File: src/rtl/assert_macros.svh
// Assertion macros shared by the sharpen window RTL; they expect clk and rst_n in scope.
`ifndef ASSERT_MACROS_SVH
`define ASSERT_MACROS_SVH

// expr holds at every clock edge out of reset
`define ASSERT_ALWAYS(label, expr, msg) \
    label: assert property (@(posedge clk) disable iff (!rst_n) (expr)) \
        else $error(msg);

// cons holds in the same cycle as ante
`define ASSERT_IMPLIES(label, ante, cons, msg) \
    label: assert property (@(posedge clk) disable iff (!rst_n) (ante) |-> (cons)) \
        else $error(msg);

// cons holds in the cycle after ante
`define ASSERT_NEXT(label, ante, cons, msg) \
    label: assert property (@(posedge clk) disable iff (!rst_n) (ante) |=> (cons)) \
        else $error(msg);

`endif

File: src/rtl/rsw_pkg.sv
// Types and constants shared by the RGB sharpen window modules.
`timescale 1ns / 1ps
`default_nettype none

package rsw_pkg;

    localparam int MAX_WIDTH     = 1024;
    localparam int WINDOW_RADIUS = 1;
    localparam int WIN_DIM       = 2 * WINDOW_RADIUS + 1;
    localparam int WIN_SPAN      = WIN_DIM - 1;
    localparam int MIN_WIDTH     = 3;

    localparam int NUM_CH   = 3;
    localparam int CH_W     = 8;
    localparam int PIX_MAX  = 255;
    localparam int WEIGHT_W = 8;

    localparam int COL_W     = $clog2(MAX_WIDTH);
    localparam int WIDTH_W   = $clog2(MAX_WIDTH + 1);
    localparam int ROW_W     = 11;
    localparam int ROW_MAX   = 2047;
    localparam int OUT_POS_W = 10;
    localparam int CFG_DATA_W = 11;
    localparam int CFG_IDX_W  = 2;

    // arithmetic widths
    localparam int SUM_W    = $clog2(WIN_DIM * PIX_MAX + 1);
    localparam int NSUM_W   = $clog2(WIN_DIM * WIN_DIM * PIX_MAX + 1);
    localparam int PROD_C_W = CH_W + 1 + WEIGHT_W;
    localparam int PROD_E_W = NSUM_W + 1 + WEIGHT_W;
    localparam int TOTAL_W  = PROD_E_W + 1;

    // valid/position stages from the window shift to the result queue push:
    // one window stage plus the three register stages of a channel
    localparam int PIPE_DEPTH = 4;

    localparam int FIFO_DEPTH = 8;
    localparam int FIFO_PTR_W = $clog2(FIFO_DEPTH);
    localparam int OCC_W      = $clog2(FIFO_DEPTH + 1);

    localparam logic [CFG_IDX_W-1:0] CFG_PADDED_WIDTH = 2'd0;
    localparam logic [CFG_IDX_W-1:0] CFG_CENTER_WEIGHT = 2'd1;
    localparam logic [CFG_IDX_W-1:0] CFG_EDGE_WEIGHT   = 2'd2;

    localparam logic signed [WEIGHT_W-1:0] CENTER_WEIGHT_RST = 8'sd9;
    localparam logic signed [WEIGHT_W-1:0] EDGE_WEIGHT_RST   = -8'sd1;

    // channel 0 is red, 1 green, 2 blue
    typedef logic [NUM_CH-1:0][CH_W-1:0]  pixel_t;
    typedef logic [NUM_CH-1:0][SUM_W-1:0] rgb_sum_t;

    typedef struct packed {
        logic [OUT_POS_W-1:0] row;
        logic [OUT_POS_W-1:0] col;
    } out_pos_t;

    typedef struct packed {
        pixel_t   pix;
        out_pos_t pos;
    } out_item_t;

endpackage

`default_nettype wire

File: src/rtl/rsw_out_fifo.sv
// Small result queue between the filter pipeline and the output channel.
`timescale 1ns / 1ps
`default_nettype none
`include "assert_macros.svh"

module rsw_out_fifo
    import rsw_pkg::*;
(
    input  logic      clk,
    input  logic      rst_n,
    input  logic      push,
    input  out_item_t push_item,
    input  logic      pop,
    output logic      not_empty,
    output out_item_t head
);

    out_item_t             entry_reg [FIFO_DEPTH];
    logic [FIFO_PTR_W-1:0] wr_ptr_reg;
    logic [FIFO_PTR_W-1:0] rd_ptr_reg;
    logic [OCC_W-1:0]      count_reg;
    logic [FIFO_PTR_W-1:0] wr_ptr_next;
    logic [FIFO_PTR_W-1:0] rd_ptr_next;
    logic [OCC_W-1:0]      count_next;

    always_comb
    begin
        wr_ptr_next = wr_ptr_reg;
        rd_ptr_next = rd_ptr_reg;
        if (push)
        begin
            wr_ptr_next = (wr_ptr_reg == FIFO_PTR_W'(FIFO_DEPTH - 1)) ? '0 : wr_ptr_reg + 1'b1;
        end
        if (pop)
        begin
            rd_ptr_next = (rd_ptr_reg == FIFO_PTR_W'(FIFO_DEPTH - 1)) ? '0 : rd_ptr_reg + 1'b1;
        end
        count_next = count_reg + OCC_W'(push) - OCC_W'(pop);
    end

    always_ff @(posedge clk or negedge rst_n)
    begin
        if (!rst_n)
        begin
            wr_ptr_reg <= '0;
            rd_ptr_reg <= '0;
            count_reg  <= '0;
        end
        else
        begin
            wr_ptr_reg <= wr_ptr_next;
            rd_ptr_reg <= rd_ptr_next;
            count_reg  <= count_next;
        end
    end

    always_ff @(posedge clk)
    begin
        if (push)
        begin
            entry_reg[wr_ptr_reg] <= push_item;
        end
    end

    assign not_empty = (count_reg != '0);
    assign head      = entry_reg[rd_ptr_reg];

    `ASSERT_ALWAYS(a_fifo_count_range, count_reg <= OCC_W'(FIFO_DEPTH), "fifo count past depth")
    `ASSERT_IMPLIES(a_fifo_no_overflow, push, (count_reg < OCC_W'(FIFO_DEPTH)) || pop, "push into full fifo")
    `ASSERT_IMPLIES(a_fifo_no_underflow, pop, count_reg != '0, "pop from empty fifo")

endmodule

`default_nettype wire

File: config.mk
export PLATFORM = sky130hd
export DESIGN_NAME = rsw_out_fifo
export DESIGN_NICKNAME = d
export VERILOG_FILES = /design/src/rtl/rsw_pkg.sv /design/src/rtl/rsw_out_fifo.sv
export VERILOG_INCLUDE_DIRS = /design/src /design/src/rtl
export SDC_FILE = /design/constraint.sdc
export NUM_CORES = 1
export LEC_CHECK = 0
export BUFFER_PORTS_ARGS = -buffer_cell sky130_fd_sc_hd__buf_2
export CORE_AREA = 2 2 179 181
export DETAILED_ROUTE_END_ITERATION = 6
export DIE_AREA = 0 0 181 183
export GPL_ROUTABILITY_DRIVEN = 0
export SYNTH_ARGS = -nofsm -noshare
export SYNTH_HDL_FRONTEND = slang
export SYNTH_SLANG_ARGS = --single-unit
File: constraint.sdc
create_clock -name clk -period 5.4 [get_ports clk]
set_input_delay 0 -clock clk [delete_from_list [all_inputs] [get_ports clk]]
set_output_delay 0 -clock clk [all_outputs]
set_load 0.03 [all_outputs]
==> impl_metrics.toml <==
[outcome]
outcome = "finished, final reports clean"

[sta]
rsz0062_at_grt = "false"
fin_skew_ns = 0.0106
hold_viol = 0
finalWorstSetupSlack_ns = 2.39
setup_viol = 0
max_slew.worst_pin.slew_ns = 1.02
relSlewSlack_pct = 31.6
fmax_mhz = 332
setup-tns-final_ns = 0
hold_ws_ns = 0.284
period_minus_slack_ns = 3.01
fin_crit_sh_pct = 55.7
final_max_slew_viol_count = 0

[setup_path]
critPathLaunch = "rd_ptr_reg[0]"
slowest_delay_ns = 0.90
critPathLaunchType = "register"
path_max_fanout = 36
crit_type = "register to output pin"
crit_required_ns = 5.40
arrival_ns = 3.01
crit_top_cell = "nand2_1"
critPathSlowestCell = "dfrtp_4"
r2r_end = "entry_reg[4][5]"
reg2reg_slack_ns = 2.94
r2r_start = "wr_ptr_reg[2]"
worstRegToRegCells = 3
end_kind = "output pin"
path_cells = "buf_4, mux4_2, nand2_1, nand2_1, buf_2"

[logic_synthesis]
netlist_area_um2 = 13800
dominantRegCellSynth = "edfxtp_1"
synth_cell_types = 23
synth_top_area_cell = "edfxtp_1"
synthArstFlopShare_pct = 2.76
synthDominantCellAreaShare_pct = 76.4
synth_edf_count = 352
yosysMostFrequentCell = "edfxtp_1"
yosys-top-cells-area = "edfxtp_1, mux4_2, nand2_1, dfrtp_1, buf_6"
synth_cells = 657
yosys_warnings = 0
ys_seq_elements = 362
syn_area_per_cell_um2 = 21.0
synthTopCellsByCount = "edfxtp_1, nand2_1, mux4_2, buf_6, dfrtp_1"
synth_nets = 715
synth.yosys.seq_area_share_pct = 78.2

[detailed_routing]
drt_iter0_drc = 526
highest_layer = "met5"
viasPerCell = 5.27
drt_pass1_iterations = 4
vias = 6585
route.detailed.drc = 0
ant_nets = 0
routed_wl_mm = 26.8
wl_met2_mm = 13.8
wl_per_cell_um = 21.4
route.met3.wl_mm = 1.25
wl_met1_mm = 11.3

[die]
rows = 65
die_y_um = 183
die_w_um = 181
ioPinCount = 93
start_util_pct = 44.3
die_area_um2 = 33100
core_area_um2 = 31200

[cts]
cts_resized = 0
clkTransAtPathRegs_ns = 0.06
tritoncts = "yes"
numClockSinks = 362
cts_setup_buffers = 0
cts.htree.levels = 2
clock_latency_ns = 0.51
clk_path_buf_depth = 3
root_buffer = "clkbuf_16"
cts_buffers = 37
ctsHoldBuffers = 48

[cells_and_area]
area_growth_pct = 18.3
final_cells = 1250
largest_reg_flops = 352
nNetsFinal = 878
post-route-util_pct = 52.4
drive_above_1_share_pct = 30.7

[placement]
hpwlAfterDp_mm = 14.1
dp_slack_ns = 2.82
io_buffers = 92
dp_cells = 1135

[hold_path]
hold_depth = 2
min_from = "push_item[13]"
hold_class = "input pin to register"
whs_endpoint = "entry_reg[3][13]"

[grt]
grt_pass1_vias = 7079
grt_use_total_pct = 16.7
grt_max_degree = 59
grt-ovfl-total = 0
grt_pass1_wl_mm = 41.6
antenna_found_initial = 2

[job]
cap_violations = 0

[power]
powerDensity_nw_per_um2 = 549
leakage_nw = 5.62
vdd.ir_drop.worst_mv = 0.288
==> logic make-up after synthesis <==
logic type / share of synthesized area [%]
fa+ha+maj: 0.959
mux: 14.7
flops: 78.2
compound gates: 0.163
xor+xnor: 0.127
simple gates: 4.19
buf+inv: 1.66
==> per-stage QoR <==
step | area [um2] | total power, mW
3_5_place_dp | 14800 | 6.74
6_report | 16400 | 8.99
3_3_place_gp | 14800 | 6.68
4_1_cts | 16400 | 9.15
5_1_grt | 16400 | 9.45
2_1_floorplan | 13800 | 5.92
==> layer usage <==
layer  vias to the layer above  track usage (%)
met1                      3457             22.4
li1                       2955                -
met4                         2             4.39
met3                        32             2.90
met2                       139             28.7
met5                         -                0
==> layout make-up <==
cell class | count | area, um2
fillers | 2479 | 14900
flip-flops and latches | 362 | 10800
multi-input cells | 258 | 2830
repair buffers | 153 | 1040
clock buffers | 48 | 967
well taps | 402 | 503
clock inverters | 18 | 149
inverters | 8 | 30.0
diodes | 1 | 2.50
==> worst max-delay path, delay by kind of cell (launching register included) <==
kind	cells	cell delay, ns
simple gates	2	0.16
mux	1	0.58
flops	1	0.90
buf+inv	2	0.79
==> placed cells by master, fill, tap and decap left out, drive strengths merged <==
cell type    synthesis  routed
a21oi                1       1
clkinv               0      12
o21ai                2       2
inv                  8      11
mux4                88      88
bufinv               0       2
clkinvlp             0       1
diode                0       1
buf                 24     105
fa                   1       1
nor2                 8       8
mux2                 4       4
dfrtp               10      10
ha                   9       9
xor2                 2       2
a21o                 1       1
nand3                1       1
clkbuf               5      48
nor3                 2       2
nand3b               2       2
edfxtp             352     352
nand2              135     135
nand2b               2       2
dlygate4sd3          0      48
==> worst max-delay path by stage <==
stage	cells past startpoint	slack, ns	end
floorplan	2	1.32	entry_reg[0][0]
global placement	5	2.84	head[32]
detailed placement	5	2.82	head[33]
CTS	5	2.26	head[33]
global route	5	2.13	head[38]
finish	5	2.39	head[34]
==> power by group <==
part | internal [mW] | switching, mW | leakage [nW]
Combinational | 1.11 | 1.77 | 1.76
Clock | 1.37 | 0.991 | 0.549
Sequential | 3.53 | 0.225 | 3.31
(Power assumes the default switching activity.)
