**src/rtl/assert_macros.svh**
```systemverilog
// Assertion macros shared by the sharpen window RTL; they expect clk and rst_n in scope.
`ifndef ASSERT_MACROS_SVH
`define ASSERT_MACROS_SVH

// expr holds at every clock edge out of reset
`define ASSERT_ALWAYS(label, expr, msg) \
    label: assert property (@(posedge clk) disable iff (!rst_n) (expr)) \
        else $error(msg);

// cons holds in the same cycle as ante
`define ASSERT_IMPLIES(label, ante, cons, msg) \
    label: assert property (@(posedge clk) disable iff (!rst_n) (ante) |-> (cons)) \
        else $error(msg);

// cons holds in the cycle after ante
`define ASSERT_NEXT(label, ante, cons, msg) \
    label: assert property (@(posedge clk) disable iff (!rst_n) (ante) |=> (cons)) \
        else $error(msg);

`endif

```
**src/rtl/rsw_pkg.sv**
```systemverilog
// Types and constants shared by the RGB sharpen window modules.
`timescale 1ns / 1ps
`default_nettype none

package rsw_pkg;

    localparam int MAX_WIDTH     = 1024;
    localparam int WINDOW_RADIUS = 1;
    localparam int WIN_DIM       = 2 * WINDOW_RADIUS + 1;
    localparam int WIN_SPAN      = WIN_DIM - 1;
    localparam int MIN_WIDTH     = 3;

    localparam int NUM_CH   = 3;
    localparam int CH_W     = 8;
    localparam int PIX_MAX  = 255;
    localparam int WEIGHT_W = 8;

    localparam int COL_W     = $clog2(MAX_WIDTH);
    localparam int WIDTH_W   = $clog2(MAX_WIDTH + 1);
    localparam int ROW_W     = 11;
    localparam int ROW_MAX   = 2047;
    localparam int OUT_POS_W = 10;
    localparam int CFG_DATA_W = 11;
    localparam int CFG_IDX_W  = 2;

    // arithmetic widths
    localparam int SUM_W    = $clog2(WIN_DIM * PIX_MAX + 1);
    localparam int NSUM_W   = $clog2(WIN_DIM * WIN_DIM * PIX_MAX + 1);
    localparam int PROD_C_W = CH_W + 1 + WEIGHT_W;
    localparam int PROD_E_W = NSUM_W + 1 + WEIGHT_W;
    localparam int TOTAL_W  = PROD_E_W + 1;

    // valid/position stages from the window shift to the result queue push:
    // one window stage plus the three register stages of a channel
    localparam int PIPE_DEPTH = 4;

    localparam int FIFO_DEPTH = 8;
    localparam int FIFO_PTR_W = $clog2(FIFO_DEPTH);
    localparam int OCC_W      = $clog2(FIFO_DEPTH + 1);

    localparam logic [CFG_IDX_W-1:0] CFG_PADDED_WIDTH = 2'd0;
    localparam logic [CFG_IDX_W-1:0] CFG_CENTER_WEIGHT = 2'd1;
    localparam logic [CFG_IDX_W-1:0] CFG_EDGE_WEIGHT   = 2'd2;

    localparam logic signed [WEIGHT_W-1:0] CENTER_WEIGHT_RST = 8'sd9;
    localparam logic signed [WEIGHT_W-1:0] EDGE_WEIGHT_RST   = -8'sd1;

    // channel 0 is red, 1 green, 2 blue
    typedef logic [NUM_CH-1:0][CH_W-1:0]  pixel_t;
    typedef logic [NUM_CH-1:0][SUM_W-1:0] rgb_sum_t;

    typedef struct packed {
        logic [OUT_POS_W-1:0] row;
        logic [OUT_POS_W-1:0] col;
    } out_pos_t;

    typedef struct packed {
        pixel_t   pix;
        out_pos_t pos;
    } out_item_t;

endpackage

`default_nettype wire

```
**src/rtl/rsw_cell.sv**
```systemverilog
// One window tap: holds a pixel, shifts it on, and adds it into the row's running sums.
`timescale 1ns / 1ps
`default_nettype none

module rsw_cell
    import rsw_pkg::*;
(
    input  logic     clk,
    input  logic     rst_n,
    input  logic     shift,
    input  pixel_t   pix_in,
    input  rgb_sum_t sum_in,
    output pixel_t   pix_out,
    output rgb_sum_t sum_out
);

    pixel_t pix_reg;

    always_ff @(posedge clk or negedge rst_n)
    begin
        if (!rst_n)
        begin
            pix_reg <= '0;
        end
        else if (shift)
        begin
            pix_reg <= pix_in;
        end
    end

    always_comb
    begin
        for (int ch = 0; ch < NUM_CH; ch++)
        begin
            sum_out[ch] = sum_in[ch] + {{(SUM_W - CH_W){1'b0}}, pix_reg[ch]};
        end
    end

    assign pix_out = pix_reg;

endmodule

`default_nettype wire

```
**config.mk**
```make
export PLATFORM = sky130hd
export DESIGN_NAME = rsw_cell
export DESIGN_NICKNAME = d
export VERILOG_FILES = /design/src/rtl/assert_macros.svh /design/src/rtl/rsw_pkg.sv /design/src/rtl/rsw_cell.sv
export SDC_FILE = /design/constraint.sdc
export NUM_CORES = 1
export LEC_CHECK = 0
export BUFFER_PORTS_ARGS = -buffer_cell sky130_fd_sc_hd__buf_2
export CAP_MARGIN = 20
export CORE_ASPECT_RATIO = 1.1
export CORE_MARGIN = 5
export CORE_UTILIZATION = 48
export CTS_BUF_LIST = sky130_fd_sc_hd__clkbuf_16
export DETAILED_ROUTE_END_ITERATION = 16
export GPL_ROUTABILITY_DRIVEN = 0
export GPL_TIMING_DRIVEN = 0
export PLACE_DENSITY_LB_ADDON = 0.2
export SLEW_MARGIN = 15
export SYNTH_ARGS = -nofsm -noshare
export SYNTH_HDL_FRONTEND = slang
export SYNTH_SLANG_ARGS = --single-unit
```
**constraint.sdc**
```tcl
create_clock -name clk -period 3.4 [get_ports clk]
set_clock_uncertainty 0.15 [all_clocks]
set_input_delay 0.34 -clock clk [delete_from_list [all_inputs] [get_ports clk]]
set_output_delay 0.34 -clock clk [all_outputs]
set_load 0.02 [all_outputs]
```
==> out/metrics.yaml <==
timing:
  hold_ws_ns: 0.1449
  worst_slew_margin_rel_pct: 65.66
  setup_viol: 0
  setup_slack_ns: 0.7233
  layout_worst_path_cycle_share_pct: 78.73
  final_period_minus_worst_setup_slack_ns: 2.677
  grt_setup_unrepaired: "false"
  tightestPinTransition_ns: 0.5150
  tns_ns: 0
  finalHoldViolCount: 0
  drv_slew: 0
  max_clock_freq_mhz: 373.6
logic_synthesis:
  synth-seq-area-share_pct: 30.32
  synth_cell_type_count: 32
  asr_flop_ratio_synth_pct: 100.0
  cell_area_synth_um2: 1981
  syn_inst: 198
  synthesis.area_per_instance_um2: 10.00
  synth-edff-count: 0
  synth_top_flop_cell: "sky130_fd_sc_hd__dfrtp_1"
  mappedNetlistNets: 282
  yosys_register_bits: 24
  ys_warn_count: 0
power:
  p_leak_nw: 1.376
  powerDensity_nw_per_um2: 456.8
  irDropWorstVdd_v: 0.0002698
  post-layout-total-power_mw: 1.224
routing:
  detail_routed_net_length_per_standard_cell_um: 12.65
  vias_per_cell: 5.058
  drc: 0
  drt-total-wl_um: 4605
  detailedRoute.firstPassIterationCount: 4
  drtIter0Drc: 34
  ant_nets: 0
  detailroute.via_count: 1841
job:
  cap_viol_max_count: 0
floorplanning:
  core_area_um2: 3994
  starting_density_of_the_core_pct: 49.59
  die_w_um: 71.25
  number_of_placed_i_o_pins: 111
  rows: 24
  dieHeight_um: 77.37
  die_area_um2: 5512
final_layout:
  most_used_cells_in_the_layout_excluding_fill_and_tap_cells: "sky130_fd_sc_hd__buf_2, sky130_fd_sc_hd__ha_1, sky130_fd_sc_hd__dfrtp_1"
  layout.cells.most_common: "sky130_fd_sc_hd__buf_2"
  finish.net_count: 397
  seqCellArea_um2: 600.6
  fill_cells: 346
  fin_area_um2: 2680
  largest_register_ff_count: 24
  antenna_fix_cells: 0
  multi_input_comb_area_um2: 1320
  layoutNonFillerInstCount: 364
  drive_gt1_share_pct: 47.44
  post-route-util_pct: 67.11
  area.growth.synth_to_final_pct: 35.31
cts:
  cts_root_buffer: "sky130_fd_sc_hd__clkbuf_16"
  tritoncts_clock_tree: "done"
  clkSinkCount: 24
  clk_path_buf_depth: 2
  tritoncts.num_buffers: 3
  cts_setup_buffers: 0
  cts_max_level: 1
  clock_latency_ns: 0.25
  cts.clk_slew.worst_paths_ns: 0.06
critical_path:
  worst-r2r-setup-slack_ns: 2.47
  regToRegEndpoint: "pix_out[13]"
  critical_path.reg2reg.startpoint: "pix_out[13]"
  crit_path_end: "sum_out[8]"
  startpoint_type: "flop"
  worst_r2r_path_depth: 1
  critPathLaunch: "pix_out[0]"
  critPathRequiredTime_ns: 2.91
  timing.critical_path.fanout_max: 3
  path_class: "reg -> out"
  critical_path.endpoint_type: "output pin"
  worst_ep_arrival_time_ns: 2.19
global_routing:
  overflow: 0
  grt_first_pass_wirelength_um: 7555
  grt_start_max_net_pins: 25
  initial_antenna_violation_count: 0
  first_global_vias: 1799
  grt_util_all_layers_pct: 15.93
placed_design:
  place_worst_setup_slack_ns: 0.9386
  detailed_place.area_um2: 2591
  port_buffers: 109
  detailed_place_hpwl_um: 3982
  number_of_placed_instances_with_taps_included: 359
run_status:
  result_of_the_run: "finished, final reports clean"
hold_path:
  hold_path_class: "in -> reg"
cell usage after synthesis (2+ instances only):
cell type	number	area share, %
sky130_fd_sc_hd__a211oi_2	3	1.9
sky130_fd_sc_hd__a21o_1	3	1.1
sky130_fd_sc_hd__a21oi_1	15	3.8
sky130_fd_sc_hd__a31oi_1	2	0.63
sky130_fd_sc_hd__and3_1	4	1.3
sky130_fd_sc_hd__buf_2	3	0.76
sky130_fd_sc_hd__dfrtp_1	24	30
sky130_fd_sc_hd__fa_1	3	3.0
sky130_fd_sc_hd__ha_1	24	15
sky130_fd_sc_hd__inv_1	12	2.3
sky130_fd_sc_hd__mux2_2	21	12
sky130_fd_sc_hd__nand2_1	9	1.7
sky130_fd_sc_hd__nor2_1	17	3.2
sky130_fd_sc_hd__nor2b_1	2	0.63
sky130_fd_sc_hd__nor3_1	3	0.76
sky130_fd_sc_hd__o2111ai_1	2	0.88
sky130_fd_sc_hd__o211ai_1	2	0.76
sky130_fd_sc_hd__o21a_1	3	1.1
sky130_fd_sc_hd__o21ai_0	7	1.8
sky130_fd_sc_hd__o21ai_1	4	1.0
sky130_fd_sc_hd__o21ai_2	2	0.88
sky130_fd_sc_hd__o21bai_1	3	1.1
sky130_fd_sc_hd__or2_2	2	0.63
sky130_fd_sc_hd__xnor2_1	19	8.4
sky130_fd_sc_hd__xor2_1	2	0.88
layout make-up:
class	count	share of cell area (%)
Multi-Input combinational cell	159	49.25
Sequential cell	24	22.41
Timing Repair Buffer	110	20.73
Clock buffer	3	2.801
Tap cell	52	2.428
Inverter	12	1.681
Buffer	3	0.5602
Clock inverter	1	0.1401
worst min path at each step:
| stage | start | end | slack (ns) | depth (start not counted) |
|---|---|---|---|---|
| floorplan | rst_n | pix_out[0] | -0.11 | 0 |
| global placement | rst_n | pix_out[22] | 0.20 | 1 |
| detailed placement | rst_n | pix_out[14] | 0.20 | 1 |
| CTS | pix_in[1] | pix_out[1] | 0.15 | 3 |
| global route | pix_in[1] | pix_out[1] | 0.16 | 3 |
| finish | pix_in[9] | pix_out[9] | 0.14 | 3 |
what timing repair did:
item	CTS	global route
hold buffers	1	0
endpoints found under the hold margin	24	0
gates resized for setup	0	0
where the power goes:
part / switching, mW / internal [mW]
clock network: 0.0921 / 0.157
registers: 0.0230 / 0.314
logic: 0.374 / 0.264
logic make-up (layout without fill, tap and decap cells):
family	count (synthesis)	after routing	synth area share (%)
adders and majority gates	27	27	18.19
and+or+nand+nor	41	41	9.980
xor gates and xnor gates	21	21	9.286
buffers and inverters	15	129	3.032
AOI/OAI and AO/OA	49	49	17.25
muxes	21	21	11.94
DFF	24	24	30.32
critical path: stages (launching register included):
cell	delay [ns]
sky130_fd_sc_hd__dfrtp_1	0.37
sky130_fd_sc_hd__ha_1	0.21
sky130_fd_sc_hd__inv_1	0.07
sky130_fd_sc_hd__fa_1	0.40
sky130_fd_sc_hd__nor2b_1	0.18
sky130_fd_sc_hd__o2111ai_1	0.16
sky130_fd_sc_hd__a31oi_1	0.22
sky130_fd_sc_hd__xor2_1	0.16
sky130_fd_sc_hd__buf_2	0.18
metal layers:
metal / global-route usage, % / routed length (um)
met3: 3.747 / 420
met1: 20.26 / 1902
met2: 28.58 / 2282
met5: 0 / 0
met4: 0.9398 / 0
No activity file was read; power rests on OpenSTA's default activity.
