===== src/rtl/assert_macros.svh =====
// Assertion macros shared by the sharpen window RTL; they expect clk and rst_n in scope.
`ifndef ASSERT_MACROS_SVH
`define ASSERT_MACROS_SVH

// expr holds at every clock edge out of reset
`define ASSERT_ALWAYS(label, expr, msg) \
    label: assert property (@(posedge clk) disable iff (!rst_n) (expr)) \
        else $error(msg);

// cons holds in the same cycle as ante
`define ASSERT_IMPLIES(label, ante, cons, msg) \
    label: assert property (@(posedge clk) disable iff (!rst_n) (ante) |-> (cons)) \
        else $error(msg);

// cons holds in the cycle after ante
`define ASSERT_NEXT(label, ante, cons, msg) \
    label: assert property (@(posedge clk) disable iff (!rst_n) (ante) |=> (cons)) \
        else $error(msg);

`endif


===== src/rtl/rsw_pkg.sv =====
// Types and constants shared by the RGB sharpen window modules.
`timescale 1ns / 1ps
`default_nettype none

package rsw_pkg;

    localparam int MAX_WIDTH     = 1024;
    localparam int WINDOW_RADIUS = 1;
    localparam int WIN_DIM       = 2 * WINDOW_RADIUS + 1;
    localparam int WIN_SPAN      = WIN_DIM - 1;
    localparam int MIN_WIDTH     = 3;

    localparam int NUM_CH   = 3;
    localparam int CH_W     = 8;
    localparam int PIX_MAX  = 255;
    localparam int WEIGHT_W = 8;

    localparam int COL_W     = $clog2(MAX_WIDTH);
    localparam int WIDTH_W   = $clog2(MAX_WIDTH + 1);
    localparam int ROW_W     = 11;
    localparam int ROW_MAX   = 2047;
    localparam int OUT_POS_W = 10;
    localparam int CFG_DATA_W = 11;
    localparam int CFG_IDX_W  = 2;

    // arithmetic widths
    localparam int SUM_W    = $clog2(WIN_DIM * PIX_MAX + 1);
    localparam int NSUM_W   = $clog2(WIN_DIM * WIN_DIM * PIX_MAX + 1);
    localparam int PROD_C_W = CH_W + 1 + WEIGHT_W;
    localparam int PROD_E_W = NSUM_W + 1 + WEIGHT_W;
    localparam int TOTAL_W  = PROD_E_W + 1;

    // valid/position stages from the window shift to the result queue push:
    // one window stage plus the three register stages of a channel
    localparam int PIPE_DEPTH = 4;

    localparam int FIFO_DEPTH = 8;
    localparam int FIFO_PTR_W = $clog2(FIFO_DEPTH);
    localparam int OCC_W      = $clog2(FIFO_DEPTH + 1);

    localparam logic [CFG_IDX_W-1:0] CFG_PADDED_WIDTH = 2'd0;
    localparam logic [CFG_IDX_W-1:0] CFG_CENTER_WEIGHT = 2'd1;
    localparam logic [CFG_IDX_W-1:0] CFG_EDGE_WEIGHT   = 2'd2;

    localparam logic signed [WEIGHT_W-1:0] CENTER_WEIGHT_RST = 8'sd9;
    localparam logic signed [WEIGHT_W-1:0] EDGE_WEIGHT_RST   = -8'sd1;

    // channel 0 is red, 1 green, 2 blue
    typedef logic [NUM_CH-1:0][CH_W-1:0]  pixel_t;
    typedef logic [NUM_CH-1:0][SUM_W-1:0] rgb_sum_t;

    typedef struct packed {
        logic [OUT_POS_W-1:0] row;
        logic [OUT_POS_W-1:0] col;
    } out_pos_t;

    typedef struct packed {
        pixel_t   pix;
        out_pos_t pos;
    } out_item_t;

endpackage

`default_nettype wire


===== src/rtl/rsw_channel.sv =====
// Weighted sum and clamp for one color channel, three register stages.
`timescale 1ns / 1ps
`default_nettype none

module rsw_channel
    import rsw_pkg::*;
(
    input  logic                              clk,
    input  logic [WIN_DIM-1:0][SUM_W-1:0]     row_sum,
    input  logic [CH_W-1:0]                   center,
    input  logic signed [WEIGHT_W-1:0]        center_weight,
    input  logic signed [WEIGHT_W-1:0]        edge_weight,
    output logic [CH_W-1:0]                   level
);

    logic [WIN_DIM-1:0][SUM_W-1:0] rows_reg;
    logic [CH_W-1:0]               center_a_reg;
    logic [NSUM_W-1:0]             nsum_reg;
    logic [NSUM_W-1:0]             nsum_next;
    logic [CH_W-1:0]               center_b_reg;
    logic signed [PROD_C_W-1:0]    prod_c_reg;
    logic signed [PROD_E_W-1:0]    prod_e_reg;
    logic signed [PROD_C_W-1:0]    prod_c_next;
    logic signed [PROD_E_W-1:0]    prod_e_next;
    logic signed [TOTAL_W-1:0]     total;

    // neighbor sum is the full window minus the center
    always_comb
    begin
        nsum_next = '0;
        for (int r = 0; r < WIN_DIM; r++)
        begin
            nsum_next = nsum_next + {{(NSUM_W - SUM_W){1'b0}}, rows_reg[r]};
        end
        nsum_next = nsum_next - {{(NSUM_W - CH_W){1'b0}}, center_a_reg};
    end

    always_comb
    begin
        prod_c_next = $signed({1'b0, center_b_reg}) * center_weight;
        prod_e_next = $signed({1'b0, nsum_reg}) * edge_weight;
    end

    always_ff @(posedge clk)
    begin
        rows_reg     <= row_sum;
        center_a_reg <= center;
        nsum_reg     <= nsum_next;
        center_b_reg <= center_a_reg;
        prod_c_reg   <= prod_c_next;
        prod_e_reg   <= prod_e_next;
    end

    always_comb
    begin
        total = {{(TOTAL_W - PROD_C_W){prod_c_reg[PROD_C_W-1]}}, prod_c_reg}
              + {{(TOTAL_W - PROD_E_W){prod_e_reg[PROD_E_W-1]}}, prod_e_reg};
        priority if (total < 0)
        begin
            level = '0;
        end
        else if (total > $signed(TOTAL_W'(PIX_MAX)))
        begin
            level = CH_W'(PIX_MAX);
        end
        else
        begin
            level = total[CH_W-1:0];
        end
    end

endmodule

`default_nettype wire


===== config.mk =====
export PLATFORM = sky130hd
export DESIGN_NAME = rsw_channel
export DESIGN_NICKNAME = d
export VERILOG_FILES = /design/src/rtl/assert_macros.svh /design/src/rtl/rsw_pkg.sv /design/src/rtl/rsw_channel.sv
export SDC_FILE = /design/constraint.sdc
export NUM_CORES = 1
export LEC_CHECK = 0
export BUFFER_PORTS_ARGS = -buffer_cell sky130_fd_sc_hd__buf_4
export CAP_MARGIN = 25
export CORE_AREA = 2 2 91 180
export CTS_CLUSTER_SIZE = 16
export DETAILED_ROUTE_END_ITERATION = 16
export DIE_AREA = 0 0 93 182
export GPL_TIMING_DRIVEN = 0
export PLACE_DENSITY = 0.81
export RECOVER_POWER = 25
export SYNTH_ARGS = -nofsm -noshare
export SYNTH_HDL_FRONTEND = slang
export SYNTH_SLANG_ARGS = --single-unit

===== constraint.sdc =====
create_clock -name clk -period 5 [get_ports clk]
set_input_delay 0.25 -clock clk [delete_from_list [all_inputs] [get_ports clk]]
set_output_delay 0.25 -clock clk [all_outputs]
set_load 0.005 [all_outputs]

==> results of run 1 <==
## final cells by class
type                            instances  share of cell area, %
Timing Repair Buffer                  100                   7.71
Sequential cell                        96                   17.6
Multi-Input combinational cell        713                   62.1
Clock inverter                          7                  0.741
Tap cell                              201                   2.29
Buffer                                 15                  0.753
Clock buffer                            9                   2.05
Inverter                              198                   6.78
## final timing paths
| path | end | from | depth (start not counted) | slack [ns] |
|---|---|---|---|---|
| setup / recovery | prod_e_reg[18]$_DFF_P_ | edge_weight[4] | 17 | 0.23 |
| hold reg to reg | center_b_reg[1]$_DFF_P_ | center_a_reg[1]$_DFF_P_ | 0 | 0.37 |
| hold / removal | prod_e_reg[0]$_DFF_P_ | edge_weight[0] | 2 | 0.15 |
| setup reg to reg | prod_e_reg[18]$_DFF_P_ | nsum_reg[6]$_DFF_P_ | 15 | 0.27 |
## worst register-to-register path, stage by stage, from the launching register on
cell,delay (ns)
dfxtp_1,0.57
and2_1,0.21
fa_1,0.44
fa_1,0.53
inv_1,0.06
fa_1,0.48
fa_1,0.56
inv_1,0.04
ha_1,0.32
o21ai_0,0.12
a21boi_0,0.23
o211ai_1,0.29
nand3_1,0.17
a31o_2,0.26
a21oi_1,0.17
xnor2_1,0.16
## metrics by stage
step | TNS (ns) | utilization [%]
after global routing | -0.0250 | 70.2
after global placement | 0 | 65.8
after floorplan | 0 | -
after detailed placement | -0.0473 | 65.8
after CTS | 0 | 69.8
final | 0 | 70.2
## timing repair
action                                 CTS  global route
resized for setup                        0             6
hold buffers                            32             6
setup endpoints to repair                0             2
endpoints found under the hold margin   32             6
## layout by cell type, fill, tap and decap left out, types with 4 or more instances in the layout
| master | netlist | final |
|---|---|---|
| inv_1 | 198 | 198 |
| ha_1 | 128 | 128 |
| fa_1 | 117 | 117 |
| dfxtp_1 | 96 | 90 |
| nand2_1 | 87 | 87 |
| and2_1 | 83 | 83 |
| buf_4 | 0 | 45 |
| nor2_1 | 40 | 40 |
| dlygate4sd3_1 | 0 | 38 |
| xnor2_1 | 35 | 35 |
| a21oi_1 | 27 | 27 |
| a21o_1 | 20 | 20 |
| o21ai_0 | 19 | 19 |
| clkbuf_4 | 0 | 17 |
| nor2b_1 | 14 | 14 |
| o21a_1 | 14 | 14 |
| nand3_1 | 13 | 13 |
| nor3_1 | 12 | 12 |
| nand2b_1 | 11 | 11 |
| xor2_1 | 10 | 10 |
| o211ai_1 | 9 | 9 |
| clkbuf_1 | 9 | 9 |
| clkbuf_16 | 0 | 9 |
| and3_1 | 6 | 6 |
| dfxtp_2 | 0 | 6 |
| a31oi_1 | 5 | 5 |
| a211oi_1 | 5 | 5 |
| a31o_2 | 4 | 4 |
| o2111ai_1 | 4 | 4 |
| nand4_1 | 4 | 4 |
## logic make-up after synthesis
kind of cell,after synthesis
and+or+nand+nor,283
adders and majority gates,245
buffers and inverters,213
AOI/OAI and AO/OA,139
DFF,96
xor gates and xnor gates,45
muxes,1
## routing by layer
layer  wire length [um]  global-route usage, %  vias to the layer above
li1                   -                      -                     3486
met1               7870                   29.7                     3598
met2              12300                   51.2                      199
met3                738                   2.45                       58
met4                864                   10.7                        0
met5                  0                      0                        -
==> results.env, run 1 <==
WORST_PATH_DOMINANT_CELL_FAMILY='adder cells'
DRT_ITER0_DRC=422
SYNTH_CELL_TYPE_COUNT=64
SYNTH-SIMPLE-AREA-SHARE_PCT=15.4
CLOCK_SKEW_NS=0.0115
POST_SYNTHESIS_CELLS=1022
DPL_WORST_SLACK_NS=-0.0473
SLOWEST_STAGE='fa_1'
GRT_FIRST_PASS_WIRELENGTH_UM=36100
GLOBALROUTETOTALUTIL_PCT=26.8
GR_OVERFLOW_TOTAL=0
POSTSYNTHREGISTERBITS=96
MAX_SLEW.WORST_PIN.SLEW_NS=0.530
INITIAL_ANTENNA_VIOLATION_COUNT=0
PLACE.DETAILED.INSTANCES=1285
RESULT_OF_THE_RUN='finished, final reports clean'
SYNTH-EDFF-COUNT=0
NFILLCELLS=1157
MULTIINPUTGATEAREA_MM2=0.00681
SYNTH.AVG_CELL_AREA_UM2=9.35
CTS.HTREE.LEVELS=3
INSERTION_DELAY_NS=0.35
TRITONCTS.NUM_BUFFERS=9
POSTSYNTHNETCOUNT=1322
DIEWIDTH_UM=93
CRIT_PATH_MAX_FANOUT=10
LARGEST_REGISTER_FF_COUNT=30
FMAX_MHz=210
IOS=63
FP.COREAREA_MM2=0.0156
FINAL_LAYOUT_SIZE_SUFFIX_GT1_SHARE_PCT=9.58
SYNTH_COMMONEST_CELLS='198 x inv_1, 128 x ha_1, 117 x fa_1, 96 x dfxtp_1, 87 x nand2_1'
GRT_SETUP_UNREPAIRED='true'
YOSYSMOSTFREQUENTCELL='inv_1'
CAP_VIOL_MAX_COUNT=0
END_KIND='register'
CRITICAL_PATH_BUF_INV_COUNT=3
FLOORPLAN.DIE.HEIGHT_UM=182
CLK_PIN_SLEW_NS=0.07
TRITONCTS_NUM_SINKS=96
CLOCK-ROOT-BUFFER='clkbuf_16'
FINAL_HOLD_VIOL_COUNT=0
VIASPERCELL=5.48
YS_TOP_CELLS_BY_AREA='fa_1 25%, dfxtp_1 20%, ha_1 17%'
YOSYS.AREA_SHARE.ADDER_PCT=41.3
PLACE_CONGESTION=0.898
YOSYS_WARNINGS=0
FIN_CRIT_SH_PCT=95.4
HPWLAFTERDP_UM=16300
TOTALWIRELENGTH_UM=21800
GRT_PASS1_VIAS=7855
INITIAL_UTILIZATION_PCT=61.2
WORSTSETUPSTARTPOINTTYPE='input pin'
CRIT_TYPE='in -> reg'
FINAL_CELLS=1339
MAX-SLEW-MARGIN-REL_PCT=64.6
POST-SYNTH-TOP-AREA-FRACTION_PCT=24.5
AVGROUTEDWIREPERCELL_UM=16.3
FP.DIEAREA_MM2=0.0169
DR.PASS1.ITERS=4
FINAL_CELL_AREA_MM2=0.0110
DRC_ERRORS=0
FLOW.AREA_GROWTH_FROM_SYNTHESIS_PCT=14.8
PLACE_AREA_MM2=0.0103
COMPOUND_GATE_FRACTION_OF_SYNTH_AREA_PCT=10.3
DRT.ANTENNA.VIOLATING_NETS=0
WORST_HOLD_SLACK_NS=0.154
SETUP_VIOL=0
SEQUENTIAL_CELL_AREA_FRACTION_IN_THE_YOSYS_REPORT_PCT=20.1
FINAL_NET_COUNT=1433
SYNTH_TOP_FAMILY_BY_AREA='adder cells'
TIMING.CRITICAL_PATH.ARRIVAL_NS=5.03
CRITICAL_PATH.MAX_STAGE_DELAY_NS=0.58
CRITICAL_PATH.CELL_CHAIN='buf_4 -> clkbuf_1 -> nand2_1 -> fa_1 -> fa_1 -> fa_1 -> fa_1 -> inv_1 -> ha_1 -> nor2b_1 -> o21ai_0 -> a21boi_0 -> o211ai_1 -> nand3_1 -> a31o_2 -> a21oi_1 -> xnor2_1'
SYNTHMUXAREASHARE_PCT=0.118
FINAL_PERIOD_MINUS_WORST_SETUP_SLACK_NS=4.77
YS_ASYNC_SR_FRACTION_PCT=0
SYNTH-XOR-AREA-SHARE_PCT=4.12
CLOCK_TREE_FROM_TRITONCTS='yes'
CP_REQUIRED_NS=5.26
REGAREA_MM2=0.00193
VIAS=7341
MAIN_SYNTH_FF_TYPE='dfxtp_1'
CTS.REPAIR_TIMING.SETUP_BUFFER_COUNT=0
HOLD_CLASS='in -> reg'
GRT_MAX_DEGREE=21
PORT_BUFFERS=62
DRV_SLEW=0
CRITICAL_PATH.MOST_COMMON_CELL='fa_1'
CLOCK_TREE.BUFFER_DEPTH=2
POST_SYNTH_INSTANCE_AREA_MM2=0.00956
ANTENNADIODECOUNT=0
FINAL_CRITICAL_PATH_SETUP_SLACK_NS=0.229
FLOORPLAN.ROWS=65
SYNTH.LARGEST_AREA_CELL='fa_1'
Power of run 1 is not shown: default switching activity piles up to over one toggle a cycle in this logic, so the estimate is an artifact.
==> inputs of run 2 (changes only) <==
--- a/config.mk
+++ b/config.mk
@@ -14,3 +14,3 @@
 export GPL_TIMING_DRIVEN = 0
-export PLACE_DENSITY = 0.81
+export PLACE_DENSITY = 0.9
 export RECOVER_POWER = 25
==> constraint.sdc (replaced) <==
create_clock -name clk -period 5 [get_ports clk]
set_input_delay 1 -clock clk [delete_from_list [all_inputs] [get_ports clk]]
set_output_delay 1 -clock clk [all_outputs]
set_load 0.005 [all_outputs]
==> results.env, run 2 (same netlist as run 1, synthesis figures left out) <==
SLOWEST_STAGE='fa_1'  # unchanged
FIN_CRIT_SH_PCT=97.8  # was 95.4%
TOTALWIRELENGTH_UM=20900  # was 21,800 um
PLACE.DETAILED.INSTANCES=1285  # unchanged
INITIAL_UTILIZATION_PCT=61.2  # unchanged
FINAL_CELL_MIX='197 x inv_1, 122 x ha_1, 116 x fa_1'  # was 198 x inv_1, 128 x ha_1, 117 x fa_1
DRV_SLEW=0  # unchanged
PLACE_CONGESTION=0.912  # was 0.898
FINAL_CRITICAL_PATH_SETUP_SLACK_NS=0.109  # was 0.229 ns
LARGEST_REGISTER_FF_COUNT=30  # unchanged
SETUP_VIOL=0  # unchanged
FP.COREAREA_MM2=0.0156  # unchanged
FINAL_CELLS=1301  # was 1,339
R2R_END='prod_c_reg[16]$_DFF_P_'  # was prod_e_reg[18]$_DFF_P_
HPWLAFTERDP_UM=16700  # was 16,300 um
GRT_PASS1_VIAS=7807  # was 7,855
INSERTION_DELAY_NS=0.35  # about the same
CTS.HTREE.LEVELS=3  # unchanged
DRT_ITER0_DRC=615  # was 422
FINAL_LAYOUT_SIZE_SUFFIX_GT1_SHARE_PCT=11.5  # was 9.58%
CLOCK-ROOT-BUFFER='clkbuf_16'  # unchanged
MAX-SLEW-MARGIN-REL_PCT=69.7  # was 64.6%
CRIT_TYPE='in -> reg'  # unchanged
CAP_VIOL_MAX_COUNT=0  # unchanged
GLOBALROUTETOTALUTIL_PCT=25.7  # was 26.8%
GRT_FIRST_PASS_WIRELENGTH_UM=34700  # was 36,100 um
REGAREA_MM2=0.00192  # was 0.00193 mm^2
MAX_SLEW.WORST_PIN.SLEW_NS=0.455  # was 0.530 ns
FLOORPLAN.DIE.HEIGHT_UM=182  # unchanged
CLOCK_SKEW_NS=0.00757  # was 0.0115 ns
CTS_HOLD_BUFFERS=0  # was 32
WORSTSETUPSTARTPOINTTYPE='input pin'  # unchanged
TRITONCTS.NUM_BUFFERS=9  # unchanged
GRT_SETUP_UNREPAIRED='true'  # unchanged
NFILLCELLS=1171  # was 1,157
FP.DIEAREA_MM2=0.0169  # unchanged
AVGROUTEDWIREPERCELL_UM=16.1  # was 16.3 um
CP_REQUIRED_NS=5.27  # was 5.26 ns
END_KIND='register'  # unchanged
DRT.ANTENNA.VIOLATING_NETS=0  # unchanged
CRIT_PATH_START='edge_weight[7]'  # was edge_weight[4]
MIN_PATH_CELLS=0  # was 2
CRITICAL_PATH.CELL_CHAIN='buf_4 -> buf_4 -> nand2b_1 -> fa_1 -> fa_1 -> fa_1 -> fa_1 -> inv_1 -> ha_1 -> o21ai_2 -> a21boi_2 -> o211ai_1 -> nand3_1 -> a31o_2 -> a21oi_2 -> xnor2_1'  # was buf_4 -> clkbuf_1 -> nand2_1 -> fa_1 -> fa_1 -> fa_1 -> fa_1 -> inv_1 -> ha_1 -> nor2b_1 -> o21ai_0 -> a21boi_0 -> o211ai_1 -> nand3_1 -> a31o_2 -> a21oi_1 -> xnor2_1
CLOCK_TREE_FROM_TRITONCTS='yes'  # unchanged
FLOORPLAN.ROWS=65  # unchanged
FINAL_HOLD_VIOL_COUNT=0  # unchanged
WORST_R2R_STARTPOINT='center_b_reg[1]$_DFF_P_'  # was nsum_reg[6]$_DFF_P_
FINAL_COMMON_CELL='inv_1'  # unchanged
PORT_BUFFERS=62  # unchanged
VIASPERCELL=5.61  # was 5.48
HOLD_CLASS='reg -> reg'  # was in -> reg
FINAL_NET_COUNT=1393  # was 1,433
UTILIZATION_PCT=68.4  # was 70.2%
GRT_MAX_DEGREE=20  # was 21
CRITICAL_PATH.MAX_STAGE_DELAY_NS=0.58  # about the same
CRIT_PATH_MAX_FANOUT=10  # unchanged
TIMING.CRITICAL_PATH.ARRIVAL_NS=5.16  # was 5.03 ns
INITIAL_ANTENNA_VIOLATION_COUNT=1  # was 0
DIEWIDTH_UM=93  # unchanged
DPL_WORST_SLACK_NS=-0.623  # was -0.0473 ns
TIMING.HOLD.WORST.START='center_a_reg[2]$_DFF_P_'  # was edge_weight[0]
DRC_ERRORS=0  # unchanged
REG2REGPATHDEPTH=16  # was 15
TRITONCTS_NUM_SINKS=96  # unchanged
RESULT_OF_THE_RUN='finished, final reports clean'  # unchanged
GR_OVERFLOW_TOTAL=0  # unchanged
DR.PASS1.ITERS=7  # was 4
HOLD-PATH-ENDPOINT='center_b_reg[2]$_DFF_P_'  # was prod_e_reg[0]$_DFF_P_
FINAL_PERIOD_MINUS_WORST_SETUP_SLACK_NS=4.89  # was 4.77 ns
FMAX_MHz=204  # was 210 MHz
FLOW.AREA_GROWTH_FROM_SYNTHESIS_PCT=11.8  # was 14.8%
CLOCK_TREE.BUFFER_DEPTH=2  # unchanged
CLK_PIN_SLEW_NS=0.07  # about the same
VIAS=7300  # was 7,341
FF2FF_SETUP_SLACK_NS=0.30  # was 0.27 ns
MULTIINPUTGATEAREA_MM2=0.00690  # was 0.00681 mm^2
IOS=63  # unchanged
CRITICAL_PATH.MOST_COMMON_CELL='fa_1'  # unchanged
==> run 2: cell types whose count changed in the layout (fill, tap and decap cells not counted), sizes merged <==
cell / change
dlygate4sd3: -38
buf: +5
clkbuf: -7
clkinv: -2
diode: +2
clkinvlp: +2
==> run 2: routing by layer <==
| layer | track usage (%) | up-vias | wire length (um) |
|---|---|---|---|
| li1 | - | 3411 | - |
| met1 | 27.9 | 3545 | 7420 |
| met2 | 47.6 | 277 | 11500 |
| met3 | 4.02 | 67 | 1090 |
| met4 | 12.2 | 0 | 919 |
| met5 | 0 | - | 0 |
==> run 2: critical path, delay by kind of cell <==
family / cells / cell delay, ns
adder cells (fa/ha/maj): 5 / 2.49
AO/OA/AOI/OAI: 5 / 0.87
buffers and inverters: 3 / 0.38
XOR/XNOR: 1 / 0.14
AND/OR/NAND/NOR: 2 / 0.27
==> run 2: worst max path at each step <==
stage,end
floorplan,prod_e_reg[18]$_DFF_P_
global placement,prod_e_reg[18]$_DFF_P_
detailed placement,prod_e_reg[18]$_DFF_P_
CTS,prod_e_reg[18]$_DFF_P_
global route,prod_e_reg[18]$_DFF_P_
finish,prod_e_reg[18]$_DFF_P_
==> run 2: layout make-up <==
| cell class | instances | area share, % |
|---|---|---|
| Sequential cell | 96 | 18.0 |
| Antenna cell | 2 | 0.0468 |
| Clock buffer | 9 | 2.11 |
| Inverter | 198 | 6.99 |
| Timing Repair Buffer | 66 | 4.64 |
| Multi-Input combinational cell | 713 | 64.6 |
| Clock inverter | 7 | 0.679 |
| Buffer | 9 | 0.609 |
| Tap cell | 201 | 2.35 |
==> run 2: what timing repair did <==
item                       in CTS  in global routing
pin swaps                       0                 18
setup endpoints to repair       6                  6
gates resized for setup         5                 20
setup buffers                   0                  4
==> run 2: through the flow <==
stage | hold slack (ns) | setup TNS [ns] | instance area (um^2)
3_3_place_gp | 0.361 | -3.51 | 10300
5_1_grt | 0.390 | -0.0602 | 10700
6_report | 0.372 | 0 | 10700
2_1_floorplan | 0.334 | 0 | 9560
4_1_cts | 0.371 | 0 | 10600
3_5_place_dp | 0.361 | -4.33 | 10300
Power of run 2 is left out for the same reason.
==> inputs of run 3 (changes only) <==
- REMOVE_ABC_BUFFERS: default -> 1
==> results.env, run 3 (same netlist as run 1, synthesis figures left out) <==
HOLD-PATH-ENDPOINT='center_b_reg[1]$_DFF_P_'  # was center_b_reg[2]$_DFF_P_
GRT_FIRST_PASS_WIRELENGTH_UM=35200  # was 34,700 um
FINAL_CRITICAL_PATH_SETUP_SLACK_NS=0.149  # was 0.109 ns
IOS=63  # unchanged
MIN_PATH_CELLS=0  # unchanged
ANTENNADIODECOUNT=0  # was 2
GRT_MAX_DEGREE=22  # was 20
FINAL_LAYOUT_SIZE_SUFFIX_GT1_SHARE_PCT=10.1  # was 11.5%
CTS_HOLD_BUFFERS=0  # unchanged
INSERTION_DELAY_NS=0.35  # about the same
AVGROUTEDWIREPERCELL_UM=16.3  # was 16.1 um
MAX_SLEW.WORST_PIN.SLEW_NS=0.455  # about the same
FINAL_HOLD_VIOL_COUNT=0  # unchanged
FINAL_PERIOD_MINUS_WORST_SETUP_SLACK_NS=4.85  # was 4.89 ns
NFILLCELLS=1184  # was 1,171
DIEWIDTH_UM=93  # unchanged
REG2REGPATHDEPTH=17  # was 16
GR_OVERFLOW_TOTAL=0  # unchanged
CRIT_TYPE='in -> reg'  # unchanged
INITIAL_ANTENNA_VIOLATION_COUNT=0  # was 1
LARGEST_REGISTER_FF_COUNT=30  # unchanged
GRT_PASS1_VIAS=7870  # was 7,807
FINAL_CELL_MIX='197 x inv_1, 127 x ha_1, 116 x fa_1'  # was 197 x inv_1, 122 x ha_1, 116 x fa_1
REGAREA_MM2=0.00192  # unchanged
UTILIZATION_PCT=67.7  # was 68.4%
FP.DIEAREA_MM2=0.0169  # unchanged
DRV_SLEW=0  # unchanged
MAX-SLEW-MARGIN-REL_PCT=69.3  # was 69.7%
DRC_ERRORS=0  # unchanged
SETUP_VIOL=0  # unchanged
CLOCK_SKEW_NS=0.00677  # was 0.00757 ns
FLOW.AREA_GROWTH_FROM_SYNTHESIS_PCT=10.7  # was 11.8%
CRIT_PATH_MAX_FANOUT=12  # was 10
HOLD_CLASS='reg -> reg'  # unchanged
TOTALWIRELENGTH_UM=20900  # about the same
TIMING.HOLD.WORST.START='center_a_reg[1]$_DFF_P_'  # was center_a_reg[2]$_DFF_P_
CRIT_PATH_START='edge_weight[4]'  # was edge_weight[7]
WORST_HOLD_SLACK_NS=0.371  # was 0.372 ns
PORT_BUFFERS=62  # unchanged
CLK_PIN_SLEW_NS=0.07  # about the same
CP_REQUIRED_NS=5.28  # was 5.27 ns
FINAL_COMMON_CELL='inv_1'  # unchanged
CLOCK_TREE_FROM_TRITONCTS='yes'  # unchanged
DRT.ANTENNA.VIOLATING_NETS=0  # unchanged
TRITONCTS_NUM_SINKS=96  # unchanged
DR.PASS1.ITERS=12  # was 7
FMAX_MHz=206  # was 204 MHz
HPWLAFTERDP_UM=16500  # was 16,700 um
R2R_END='prod_c_reg[16]$_DFF_P_'  # unchanged
CLOCK-ROOT-BUFFER='clkbuf_16'  # unchanged
GRT_SETUP_UNREPAIRED='true'  # unchanged
RESULT_OF_THE_RUN='finished, final reports clean'  # unchanged
WORSTSETUPSTARTPOINTTYPE='input pin'  # unchanged
FIN_SETUP_TNS_NS=0  # unchanged
VIASPERCELL=5.67  # was 5.61
FLOORPLAN.ROWS=65  # unchanged
VIAS=7293  # was 7,300
WORST_R2R_STARTPOINT='center_b_reg[1]$_DFF_P_'  # unchanged
CTS.HTREE.LEVELS=3  # unchanged
GLOBALROUTETOTALUTIL_PCT=26.2  # was 25.7%
TRITONCTS.NUM_BUFFERS=9  # unchanged
MULTIINPUTGATEAREA_MM2=0.00687  # was 0.00690 mm^2
PLACE_CONGESTION=0.916  # was 0.912
DRT_ITER0_DRC=443  # was 615
FIN_CRIT_SH_PCT=97.0  # was 97.8%
TIMING.CRITICAL_PATH.ARRIVAL_NS=5.13  # was 5.16 ns
DPL_WORST_SLACK_NS=-0.402  # was -0.623 ns
FP.COREAREA_MM2=0.0156  # unchanged
END_KIND='register'  # unchanged
FF2FF_SETUP_SLACK_NS=0.36  # was 0.30 ns
CLOCK_TREE.BUFFER_DEPTH=2  # unchanged
FLOORPLAN.DIE.HEIGHT_UM=182  # unchanged
CAP_VIOL_MAX_COUNT=0  # unchanged
INITIAL_UTILIZATION_PCT=61.2  # unchanged
FINAL_NET_COUNT=1381  # was 1,393
[run 3: changes by cell type in the layout (fill, tap and decap cells not counted), moves of 2 or more]
cell | before | now
buf_6 | 3 | 0
a21oi_2 | 3 | 1
buf_4 | 50 | 46
clkinv_8 | 1 | 4
a21oi_1 | 25 | 27
buf_2 | 3 | 0
ha_1 | 122 | 127
ha_4 | 3 | 1
diode_2 | 2 | 0
ha_2 | 3 | 0
[run 3: worst max-delay path by stage]
stage	to	slack [ns]	depth (start not counted)
2_1_floorplan	prod_c_reg[16]$_DFF_P_	0.08	16
3_3_place_gp	prod_e_reg[18]$_DFF_P_	-0.26	16
3_5_place_dp	prod_e_reg[18]$_DFF_P_	-0.40	16
4_1_cts	prod_e_reg[18]$_DFF_P_	0.01	16
5_1_grt	prod_e_reg[18]$_DFF_P_	-0.05	15
6_report	prod_e_reg[18]$_DFF_P_	0.15	15
[run 3: what timing repair did]
action / 4_1_cts / 5_1_grt
setup endpoints to repair: 1 / 5
pin swaps: 0 / 4
setup buffers: 0 / 1
resized for setup: 1 / 14
[run 3: worst max-delay path: stages]
cell	delay, ns
buf_4	0.17
and2_1	0.17
fa_1	0.53
inv_1	0.05
fa_1	0.48
fa_1	0.52
fa_1	0.55
inv_1	0.05
ha_1	0.25
or3_1	0.35
o211ai_1	0.28
nand3_2	0.15
a31o_2	0.26
a21oi_1	0.18
xnor2_1	0.14
[run 3: through the flow]
stage / std cells / area [um^2]
after detailed placement: 1270 / 10200
after global placement: 1270 / 10200
after global routing: 1287 / 10600
final: 1287 / 10600
after floorplan: 1007 / 9480
after CTS: 1286 / 10500
[run 3: area by class of cell]
type,count,area share (%)
clock buffer,9,2.13
clock inverter,7,0.887
inverter,198,7.06
multi-input combinational,713,64.9
sequential,96,18.2
tap,201,2.38
timing repair buffer,63,4.47
[run 3: layer usage]
| metal | up-vias | wire [um] | global-route usage [%] |
|---|---|---|---|
| met5 | - | 0 | 0 |
| met4 | 0 | 1100 | 13.4 |
| met3 | 91 | 838 | 3.57 |
| met2 | 232 | 11400 | 48.7 |
| met1 | 3579 | 7620 | 28.2 |
| li1 | 3391 | - | - |
Power of run 3 is left out for the same reason.
